### src/xenc_pkg.sv
package xenc_pkg;

	// Instruction kinds carried in the mode field.
	localparam logic [4:0] MODE_LABEL    = 5'd0;
	localparam logic [4:0] MODE_LEA_MR   = 5'd1;
	localparam logic [4:0] MODE_MOV_RM   = 5'd2;
	localparam logic [4:0] MODE_JMP_REL  = 5'd3;
	localparam logic [4:0] MODE_MOV_MR   = 5'd4;
	localparam logic [4:0] MODE_PUSH     = 5'd5;
	localparam logic [4:0] MODE_MOV_RR   = 5'd6;
	localparam logic [4:0] MODE_SUB_IMM  = 5'd7;
	localparam logic [4:0] MODE_ADD_IMM  = 5'd8;
	localparam logic [4:0] MODE_POP      = 5'd9;
	localparam logic [4:0] MODE_LEAVE    = 5'd10;
	localparam logic [4:0] MODE_RET      = 5'd11;
	localparam logic [4:0] MODE_JMP_REG  = 5'd12;
	localparam logic [4:0] MODE_JE_REL   = 5'd13;
	localparam logic [4:0] MODE_OR_RR    = 5'd14;
	localparam logic [4:0] MODE_MOV_IMM  = 5'd15;
	localparam logic [4:0] MODE_CALL_REG = 5'd16;

	// Opcode and prefix bytes.
	localparam logic [7:0] OPC_LEA      = 8'h8D;
	localparam logic [7:0] OPC_MOV_STORE = 8'h89;
	localparam logic [7:0] OPC_JMP_REL  = 8'hE9;
	localparam logic [7:0] OPC_MOV_LOAD = 8'h8B;
	localparam logic [7:0] OPC_ALU_IMM  = 8'h81;
	localparam logic [7:0] OPC_LEAVE    = 8'hC9;
	localparam logic [7:0] OPC_RET      = 8'hC3;
	localparam logic [7:0] OPC_GRP5     = 8'hFF;
	localparam logic [7:0] OPC_ESC      = 8'h0F;
	localparam logic [7:0] OPC_JE_REL   = 8'h84;
	localparam logic [7:0] OPC_OR       = 8'h0B;
	localparam logic [7:0] OPC_MOV_IMM  = 8'hB8;
	localparam logic [7:0] OPC_PUSH     = 8'h50;
	localparam logic [7:0] OPC_POP      = 8'h58;
	localparam logic [7:0] REX_B        = 8'h41;
	localparam logic [7:0] REX_W        = 8'h48;
	localparam logic [7:0] SIB_RSP_BASE = 8'h24;

	// ModRM.reg opcode extensions.
	localparam logic [3:0] EXT_ADD  = 4'd0;
	localparam logic [3:0] EXT_CALL = 4'd2;
	localparam logic [3:0] EXT_JMP  = 4'd4;
	localparam logic [3:0] EXT_SUB  = 4'd5;

	// Longest instruction is mov imm64 with ten bytes.
	localparam int DESC_BYTES  = 10;
	localparam int LEN_W       = 4;
	localparam int QUEUE_DEPTH = 2;

	// One classified instruction, ready for serialization.
	typedef struct packed {
		logic [DESC_BYTES-1:0][7:0] bytes;
		logic [LEN_W-1:0]           len;
		logic                       is_label;
	} desc_t;

endpackage

### src/xenc_front.sv
module xenc_front
	import xenc_pkg::*;
(
	input  logic        clk,
	input  logic        arst_n,
	input  logic        push,
	output logic        full,
	input  logic [4:0]  mode,
	input  logic [3:0]  reg_operand,
	input  logic [3:0]  rm_operand,
	input  logic [63:0] value,
	output logic        q_push,
	input  logic        q_full,
	output desc_t       q_desc
);

	typedef struct packed {
		logic [3:0][7:0] b;
		logic [2:0]      n;
	} hdr_t;

	// REX, opcode, ModRM and an optional SIB for register and memory forms.
	function automatic hdr_t modrm_form(input logic [7:0] opc, input logic [3:0] regf,
		input logic [3:0] rmf, input logic mem, input logic wide);
		hdr_t h;
		h.b    = '0;
		h.b[0] = {4'h4, wide, regf[3], 1'b0, rmf[3]};
		h.b[1] = opc;
		h.b[2] = {(mem ? 2'b10 : 2'b11), regf[2:0], rmf[2:0]};
		h.n    = 3'd3;
		if (mem && rmf[2:0] == 3'd4) begin
			h.b[3] = SIB_RSP_BASE;
			h.n    = 3'd4;
		end
		return h;
	endfunction

	// Optional REX.B followed by an opcode that carries the register.
	function automatic hdr_t short_form(input logic [7:0] opc, input logic [3:0] regf);
		hdr_t h;
		h.b = '0;
		if (regf[3]) begin
			h.b[0] = REX_B;
			h.b[1] = opc + {5'd0, regf[2:0]};
			h.n    = 3'd2;
		end else begin
			h.b[0] = opc + {5'd0, regf[2:0]};
			h.n    = 3'd1;
		end
		return h;
	endfunction

	hdr_t       hdr;
	logic [3:0] nval;
	logic       known;
	logic       label;
	desc_t      desc;
	logic       accept;
	logic       valid_s1;
	desc_t      desc_s1;

	// Classify the instruction into header bytes and an immediate length.
	always_comb begin
		hdr   = '0;
		nval  = 4'd0;
		known = 1'b1;
		label = 1'b0;
		unique case (mode)
			MODE_LABEL: label = 1'b1;
			MODE_LEA_MR: begin
				hdr  = modrm_form(OPC_LEA, reg_operand, rm_operand, 1'b1, 1'b1);
				nval = 4'd4;
			end
			MODE_MOV_RM: begin
				hdr  = modrm_form(OPC_MOV_STORE, reg_operand, rm_operand, 1'b1, 1'b1);
				nval = 4'd4;
			end
			MODE_JMP_REL: begin
				hdr.b[0] = OPC_JMP_REL;
				hdr.n    = 3'd1;
				nval     = 4'd4;
			end
			MODE_MOV_MR: begin
				hdr  = modrm_form(OPC_MOV_LOAD, reg_operand, rm_operand, 1'b1, 1'b1);
				nval = 4'd4;
			end
			MODE_PUSH: hdr = short_form(OPC_PUSH, reg_operand);
			MODE_MOV_RR: hdr = modrm_form(OPC_MOV_LOAD, reg_operand, rm_operand, 1'b0, 1'b1);
			MODE_SUB_IMM: begin
				hdr  = modrm_form(OPC_ALU_IMM, EXT_SUB, rm_operand, 1'b0, 1'b1);
				nval = 4'd4;
			end
			MODE_ADD_IMM: begin
				hdr  = modrm_form(OPC_ALU_IMM, EXT_ADD, rm_operand, 1'b0, 1'b1);
				nval = 4'd4;
			end
			MODE_POP: hdr = short_form(OPC_POP, reg_operand);
			MODE_LEAVE: begin
				hdr.b[0] = OPC_LEAVE;
				hdr.n    = 3'd1;
			end
			MODE_RET: begin
				hdr.b[0] = OPC_RET;
				hdr.n    = 3'd1;
			end
			MODE_JMP_REG: hdr = modrm_form(OPC_GRP5, EXT_JMP, rm_operand, 1'b0, 1'b0);
			MODE_JE_REL: begin
				hdr.b[0] = OPC_ESC;
				hdr.b[1] = OPC_JE_REL;
				hdr.n    = 3'd2;
				nval     = 4'd4;
			end
			MODE_OR_RR: hdr = modrm_form(OPC_OR, reg_operand, rm_operand, 1'b0, 1'b1);
			MODE_MOV_IMM: begin
				hdr.b[0] = REX_W | {7'd0, reg_operand[3]};
				hdr.b[1] = OPC_MOV_IMM + {5'd0, reg_operand[2:0]};
				hdr.n    = 3'd2;
				nval     = 4'd8;
			end
			MODE_CALL_REG: hdr = modrm_form(OPC_GRP5, EXT_CALL, rm_operand, 1'b0, 1'b0);
			default: known = 1'b0;
		endcase
	end

	// Lay out the header followed by the little-endian immediate.
	always_comb begin
		logic [3:0] k;
		desc          = '0;
		desc.is_label = label;
		desc.len      = label ? 4'd1 : ({1'b0, hdr.n} + nval);
		for (int i = 0; i < DESC_BYTES; i++) begin
			k = 4'(i) - {1'b0, hdr.n};
			if (label) begin
				desc.bytes[i] = 8'd0;
			end else if (4'(i) < {1'b0, hdr.n}) begin
				desc.bytes[i] = hdr.b[2'(i)];
			end else begin
				desc.bytes[i] = value[{k[2:0], 3'b000} +: 8];
			end
		end
	end

	// Front stage register; unknown kinds are taken and dropped here.
	assign full   = valid_s1 && q_full;
	assign accept = push && !full;
	assign q_push = valid_s1 && !q_full;
	assign q_desc = desc_s1;

	always_ff @(posedge clk or negedge arst_n) begin
		if (!arst_n) begin
			valid_s1 <= 1'b0;
		end else if (accept) begin
			valid_s1 <= known;
		end else if (q_push) begin
			valid_s1 <= 1'b0;
		end
	end

	always_ff @(posedge clk) begin
		if (accept) begin
			desc_s1 <= desc;
		end
	end

endmodule

### src/xenc_fifo.sv
module xenc_fifo
	import xenc_pkg::*;
(
	input  logic  clk,
	input  logic  arst_n,
	input  logic  wr,
	input  desc_t wr_desc,
	output logic  is_full,
	input  logic  rd,
	output desc_t rd_desc,
	output logic  is_empty
);

	localparam int PTR_W = $clog2(QUEUE_DEPTH);
	localparam int CNT_W = $clog2(QUEUE_DEPTH + 1);

	desc_t            mem_q [QUEUE_DEPTH];
	logic [PTR_W-1:0] wr_ptr_q;
	logic [PTR_W-1:0] rd_ptr_q;
	logic [CNT_W-1:0] count_q;
	logic             do_wr;
	logic             do_rd;

	assign is_full  = count_q == CNT_W'(QUEUE_DEPTH);
	assign is_empty = count_q == '0;
	assign do_wr    = wr && !is_full;
	assign do_rd    = rd && !is_empty;
	assign rd_desc  = mem_q[rd_ptr_q];

	// Pointer and occupancy bookkeeping.
	always_ff @(posedge clk or negedge arst_n) begin
		if (!arst_n) begin
			wr_ptr_q <= '0;
			rd_ptr_q <= '0;
			count_q  <= '0;
		end else begin
			if (do_wr) begin
				wr_ptr_q <= (wr_ptr_q == PTR_W'(QUEUE_DEPTH - 1)) ? '0 : wr_ptr_q + 1'b1;
			end
			if (do_rd) begin
				rd_ptr_q <= (rd_ptr_q == PTR_W'(QUEUE_DEPTH - 1)) ? '0 : rd_ptr_q + 1'b1;
			end
			if (do_wr && !do_rd) begin
				count_q <= count_q + 1'b1;
			end else if (do_rd && !do_wr) begin
				count_q <= count_q - 1'b1;
			end
		end
	end

	// Entry storage.
	always_ff @(posedge clk) begin
		if (do_wr) begin
			mem_q[wr_ptr_q] <= wr_desc;
		end
	end

endmodule

### src/xenc_back.sv
module xenc_back
	import xenc_pkg::*;
#(
	parameter int OFFSET_WIDTH = 32
) (
	input  logic        clk,
	input  logic        arst_n,
	input  desc_t       head,
	input  logic        head_valid,
	output logic        head_done,
	output logic        empty,
	input  logic        pop,
	output logic [7:0]  code_byte,
	output logic [31:0] byte_offset,
	output logic        is_label,
	output logic        last
);

	logic [LEN_W-1:0]        idx_q;
	logic [OFFSET_WIDTH-1:0] pos_q;
	logic                    out_valid_q;
	logic                    advance;
	logic                    emit;
	logic                    final_byte;

	assign advance    = !out_valid_q || pop;
	assign emit       = advance && head_valid;
	assign final_byte = idx_q == head.len - 1'b1;
	assign head_done  = emit && final_byte;
	assign empty      = !out_valid_q;

	// Byte index and position counter.
	always_ff @(posedge clk or negedge arst_n) begin
		if (!arst_n) begin
			idx_q       <= '0;
			pos_q       <= '0;
			out_valid_q <= 1'b0;
		end else begin
			if (advance) begin
				out_valid_q <= head_valid;
			end
			if (emit) begin
				idx_q <= final_byte ? '0 : idx_q + 1'b1;
				if (!head.is_label) begin
					pos_q <= pos_q + 1'b1;
				end
			end
		end
	end

	// Output register holds one result until its transfer.
	always_ff @(posedge clk) begin
		if (emit) begin
			code_byte   <= head.bytes[idx_q];
			byte_offset <= 32'(pos_q);
			is_label    <= head.is_label;
			last        <= final_byte;
		end
	end

endmodule

### src/x86_64_subset_instruction_encoder.sv
// The first byte of an item passes the front register, a queue entry and the output register.
// Throughput: one result per cycle while pop is held; an item has 1 to 10 bytes, all sent through
// the single byte-wide output register. Kinds with no encoding are taken at the input and dropped.
// A two-entry queue between the decoder and the serializer lets either side stall.
// Reset (arst_n low) empties all stages and clears the byte position to zero.
module x86_64_subset_instruction_encoder
	import xenc_pkg::*;
#(
	parameter int OFFSET_WIDTH = 32
) (
	input  logic        clk,
	input  logic        arst_n,
	input  logic        push,
	output logic        full,
	input  logic [4:0]  mode,
	input  logic [3:0]  reg_operand,
	input  logic [3:0]  rm_operand,
	input  logic [63:0] value,
	output logic        empty,
	input  logic        pop,
	output logic [7:0]  code_byte,
	output logic [31:0] byte_offset,
	output logic        is_label,
	output logic        last
);

	logic  q_push;
	logic  q_full;
	desc_t q_wr_desc;
	desc_t q_rd_desc;
	logic  q_empty;
	logic  q_pop;

	// Decode into a byte descriptor.
	xenc_front u_front (
		.clk         (clk),
		.arst_n      (arst_n),
		.push        (push),
		.full        (full),
		.mode        (mode),
		.reg_operand (reg_operand),
		.rm_operand  (rm_operand),
		.value       (value),
		.q_push      (q_push),
		.q_full      (q_full),
		.q_desc      (q_wr_desc)
	);

	// Decouple the decoder from the serializer.
	xenc_fifo u_fifo (
		.clk      (clk),
		.arst_n   (arst_n),
		.wr       (q_push),
		.wr_desc  (q_wr_desc),
		.is_full  (q_full),
		.rd       (q_pop),
		.rd_desc  (q_rd_desc),
		.is_empty (q_empty)
	);

	// Emit bytes one at a time with their offsets.
	xenc_back #(
		.OFFSET_WIDTH (OFFSET_WIDTH)
	) u_back (
		.clk         (clk),
		.arst_n      (arst_n),
		.head        (q_rd_desc),
		.head_valid  (!q_empty),
		.head_done   (q_pop),
		.empty       (empty),
		.pop         (pop),
		.code_byte   (code_byte),
		.byte_offset (byte_offset),
		.is_label    (is_label),
		.last        (last)
	);

endmodule

### config.mk
export PLATFORM = sky130hd
export DESIGN_NAME = x86_64_subset_instruction_encoder
export DESIGN_NICKNAME = d
export VERILOG_FILES = /design/src/xenc_pkg.sv /design/src/xenc_front.sv /design/src/xenc_fifo.sv /design/src/xenc_back.sv /design/src/x86_64_subset_instruction_encoder.sv
export SDC_FILE = /design/constraint.sdc
export NUM_CORES = 1
export LEC_CHECK = 0
export BUFFER_PORTS_ARGS = -buffer_cell sky130_fd_sc_hd__buf_2
export CORE_MARGIN = 8
export CORE_UTILIZATION = 50
export CTS_CLUSTER_DIAMETER = 120
export DETAILED_ROUTE_END_ITERATION = 10
export GPL_TIMING_DRIVEN = 0
export PLACE_DENSITY_LB_ADDON = 0.3
export REMOVE_ABC_BUFFERS = 1
export SETUP_SLACK_MARGIN = 0.1
export SYNTH_ARGS = -nofsm -noshare
export SYNTH_HDL_FRONTEND = slang
export SYNTH_SLANG_ARGS = --single-unit
### constraint.sdc
create_clock -name clk -period 14.7 [get_ports clk]
set_clock_uncertainty 0.1 [all_clocks]
set_input_delay 2.94 -clock clk [delete_from_list [all_inputs] [get_ports clk]]
set_output_delay 2.94 -clock clk [all_outputs]
set_load 0.01 [all_outputs]
==> flow_summary_export.csv <==
group,metric,value,unit
synthesis,synthCells,1051,
global_routing,grtUsageTotal,18.63,%
cells_and_area,fillers,2461,
global_routing,antenna_found_initial,0,
cells_and_area,area_growth,12.89,%
global_routing,grt_start_max_net_pins,67,
worst_setup_path,worst-path-max-fanout,39,
detailed_routing,wirelength,35870,µm
worst_setup_path,crit_type,"in2reg",
sta,tightestPinTransition,1526,ps
floorplan,die_x,194.3,µm
sta,max_clock_freq,0.1230,GHz
sta,grt_setup_unrepaired,"false",
floorplan,core,31470,µm²
global_routing,overflow,0,
detailed_routing,wire_per_inst,22.67,µm
detailed_routing,drc,0,
synthesis,yosysMostFrequentCell,"edfxtp_1",
sta,period_share,55.32,%
sta,min_period,8132,ps
run,cap_viol_max_count,1,
cells_and_area,fin_cells,1582,
detailed_routing,drtAntennaViolNets,0,
synthesis,yosys-top-cells-area,"edfxtp_1 (56%), mux4_2 (9.8%), dfrtp_1 (6.6%)",
synthesis,synth-seq-area-share,62.71,%
clocking,ctsHoldBuffers,0,
global_routing,grt_pass1_vias,9768,
place,portBuffers,124,
worst_setup_path,start_kind,"input pin",
floorplan,row_count,65,
synthesis,synth_common_cells,"edfxtp_1 (297), mux2i_1 (91), mux4_2 (69)",
worst_setup_path,startpoint,"mode[1]",
sta,hold_viol,0,
floorplan,die-area,37760,µm²
worst_setup_path,critPathCapture,"u_front.q_desc[27]",
cells_and_area,drive_gt1_share,25.68,%
power,power.density,172.7,nW/µm²
sta,tns,0,ps
place,place_congestion,0.9146,
floorplan,die_h,194.3,µm
place,dp.cells,1520,
floorplan,ios,125,
worst_setup_path,rrSetupSlack,10960,ps
clocking,cts_setup_buffers,0,
worst_setup_path,rr_worst_depth,11,
worst_setup_path,worst_r2r_startpoint,"u_fifo.rd_ptr_q",
sta,setup-violations-final,0,
cells_and_area,seqCellArea,9975,µm²
power,vdd_drop_max,0.08417,mV
clocking,htreeDepth,2,
power,leakagePower,6.674,nW
detailed_routing,vias,9586,
synthesis,async_reset_ff_share,12.39,%
clocking,cts.sinks,339,
detailed_routing,dr.first_iter.drc_count,827,
synthesis,yosysWarningCount,0,
clocking,cts_resized,0,
synthesis,avgSynthCellArea,15.13,µm²
detailed_routing,via_per_inst,6.059,
place,place_hpwl,23180,µm
synthesis,synth-main-ff-cell,"edfxtp_1",
synthesis,yosysTopAreaCell,"edfxtp_1",
clocking,clk_pin_slew_worst_paths,70,ps
cells_and_area,multi_input_area,5510,µm²
clocking,clk_latency,520,ps
synthesis,yosysTopAreaCellShare,56.10,%
cells_and_area,diodes,0,
sta,maxSlewViolCount,22,
detailed_routing,dr.pass1.iters,5,
synthesis,yosysUniqueCellTypes,64,
worst_setup_path,crit_arrival,8220,ps
clocking,root_buffer,"clkbuf_16",
sta,maxSlewHeadroom,-1.707,%
worst_setup_path,cp.required,14780,ps
global_routing,grt_pass1_wl,54880,µm
run_status,violations,"capacitance limit, slew limit",
floorplan,initial_core_util,50.51,%
hold_path,hold_class,"reg2reg",
clocking,cts_made_buffers,35,
clocking,cts_tree,"yes",
worst_setup_path,r2r_end,"u_fifo.count_q[1]",
synthesis,ys_seq_elements,339,
run_status,status,"complete, but fails checks",
worst_setup_path,endpoint_kind,"flop",
cells_and_area,final_nets,1246,
synthesis,syn_area,15900,µm²
clocking,clock_path_buffers,3,
synthesis,synth_edf_count,297,
==> how the worst min path moves through the flow <==
stage	end	slack (ps)	depth (start not counted)	startpoint
after floorplan	u_fifo.mem_q[0][0]	320	0	u_front.q_desc[0]
after global placement	u_fifo.mem_q[1][68]	320	0	u_front.q_desc[68]
after detailed placement	u_fifo.mem_q[0][64]	330	0	u_front.q_desc[64]
after CTS	u_fifo.mem_q[0][11]	330	0	u_front.q_desc[11]
after global routing	u_fifo.mem_q[0][11]	350	0	u_front.q_desc[11]
final	u_fifo.mem_q[0][11]	340	0	u_front.q_desc[11]
==> state kept, by name (all words and copies together), names as in the netlist <==
signal / count
u_fifo.mem_q: 170
u_front.q_desc: 85
u_back.byte_offset: 32
u_back.pos_q: 32
u_back.code_byte: 8
u_back.idx_q: 4
u_fifo.count_q: 2
u_back.is_label: 1
u_back.last: 1
u_back.out_valid_q: 1
u_fifo.rd_ptr_q: 1
u_fifo.wr_ptr_q: 1
u_front.valid_s1: 1
==> metal layers <==
metal	global-route usage (%)	wire length, µm	vias up
met4	7.412	1211	0
met5	0	0	-
met1	23.70	14760	4783
met2	31.44	17480	389
li1	-	-	4343
met3	3.351	2414	71
==> placed cells by master (no fill, tap or decap), types with 7 or more instances in the layout <==
cell / netlist / routed
dfrtp_1: 42 / 40
o21ai_0: 30 / 30
clkinv_1: 2 / 7
mux2i_1: 91 / 91
nand2_1: 54 / 54
nor2_1: 68 / 67
and4_1: 9 / 9
nand4_1: 12 / 12
edfxtp_1: 297 / 297
clkbuf_16: 0 / 37
nor3_1: 13 / 13
xnor2_1: 34 / 34
nor2b_1: 8 / 8
mux4_2: 69 / 69
o22ai_1: 44 / 44
nand3_1: 21 / 21
inv_1: 18 / 17
a21oi_1: 36 / 36
xor2_1: 13 / 13
buf_2: 10 / 124
clkbuf_1: 27 / 8
ha_1: 10 / 10
mux2_2: 38 / 38
==> cell families (layout without fill, tap and decap cells) <==
family | Yosys count | in the layout | synth area share (%)
flip-flops | 339 | 339 | 62.71
AND/OR/NAND/NOR | 213 | 213 | 6.462
multiplexers | 198 | 198 | 18.20
AO/OA/AOI/OAI | 155 | 155 | 6.233
buffers and inverters | 86 | 215 | 2.723
XOR/XNOR | 48 | 48 | 2.763
adder cells (fa/ha/maj) | 12 | 12 | 0.9130
==> where the power goes <==
| part | switching, W | internal, W |
|---|---|---|
| Combinational | 0.000419 | 0.000366 |
| Clock | 0.000351 | 0.000493 |
| Sequential | 0.000133 | 0.00134 |
| Total | 0.000904 | 0.00220 |
==> stage by stage <==
| stage | power, W | hold slack, ps | utilization, % | setup WS (ps) | area (µm²) |
|---|---|---|---|---|---|
| 6_report | 0.003099 | 335.5 | 57.02 | 6568 | 17950 |
| 3_5_place_dp | 0.002289 | 331.6 | 53.55 | 6212 | 16850 |
| 2_1_floorplan | 0.001998 | 321.5 | - | 8243 | 15550 |
| 3_3_place_gp | 0.002261 | 322.2 | 52.97 | 6237 | 16670 |
| 4_1_cts | 0.003130 | 334.4 | 57.02 | 6752 | 17950 |
| 5_1_grt | 0.003245 | 348.1 | 57.02 | 6417 | 17950 |
==> cell type report <==
class                   count  share of cell area (%)
multi-input cells         626                   30.70
well taps                 402                   2.803
flip-flops and latches    339                   55.58
inverters                  22                  0.4601
clock buffers              48                   5.556
clock inverters            14                  0.5368
repair buffers            131                   4.364
==> critical path: stages <==
cell and delay (ps):
buf_2 420, clkinv_1 400, a31oi_1 260, a2bb2oi_1 160, and3_1 1200, inv_2 890
ha_1 500, xnor2_1 180, nand2b_1 980, o22ai_1 250
(Power assumes the default switching activity.)
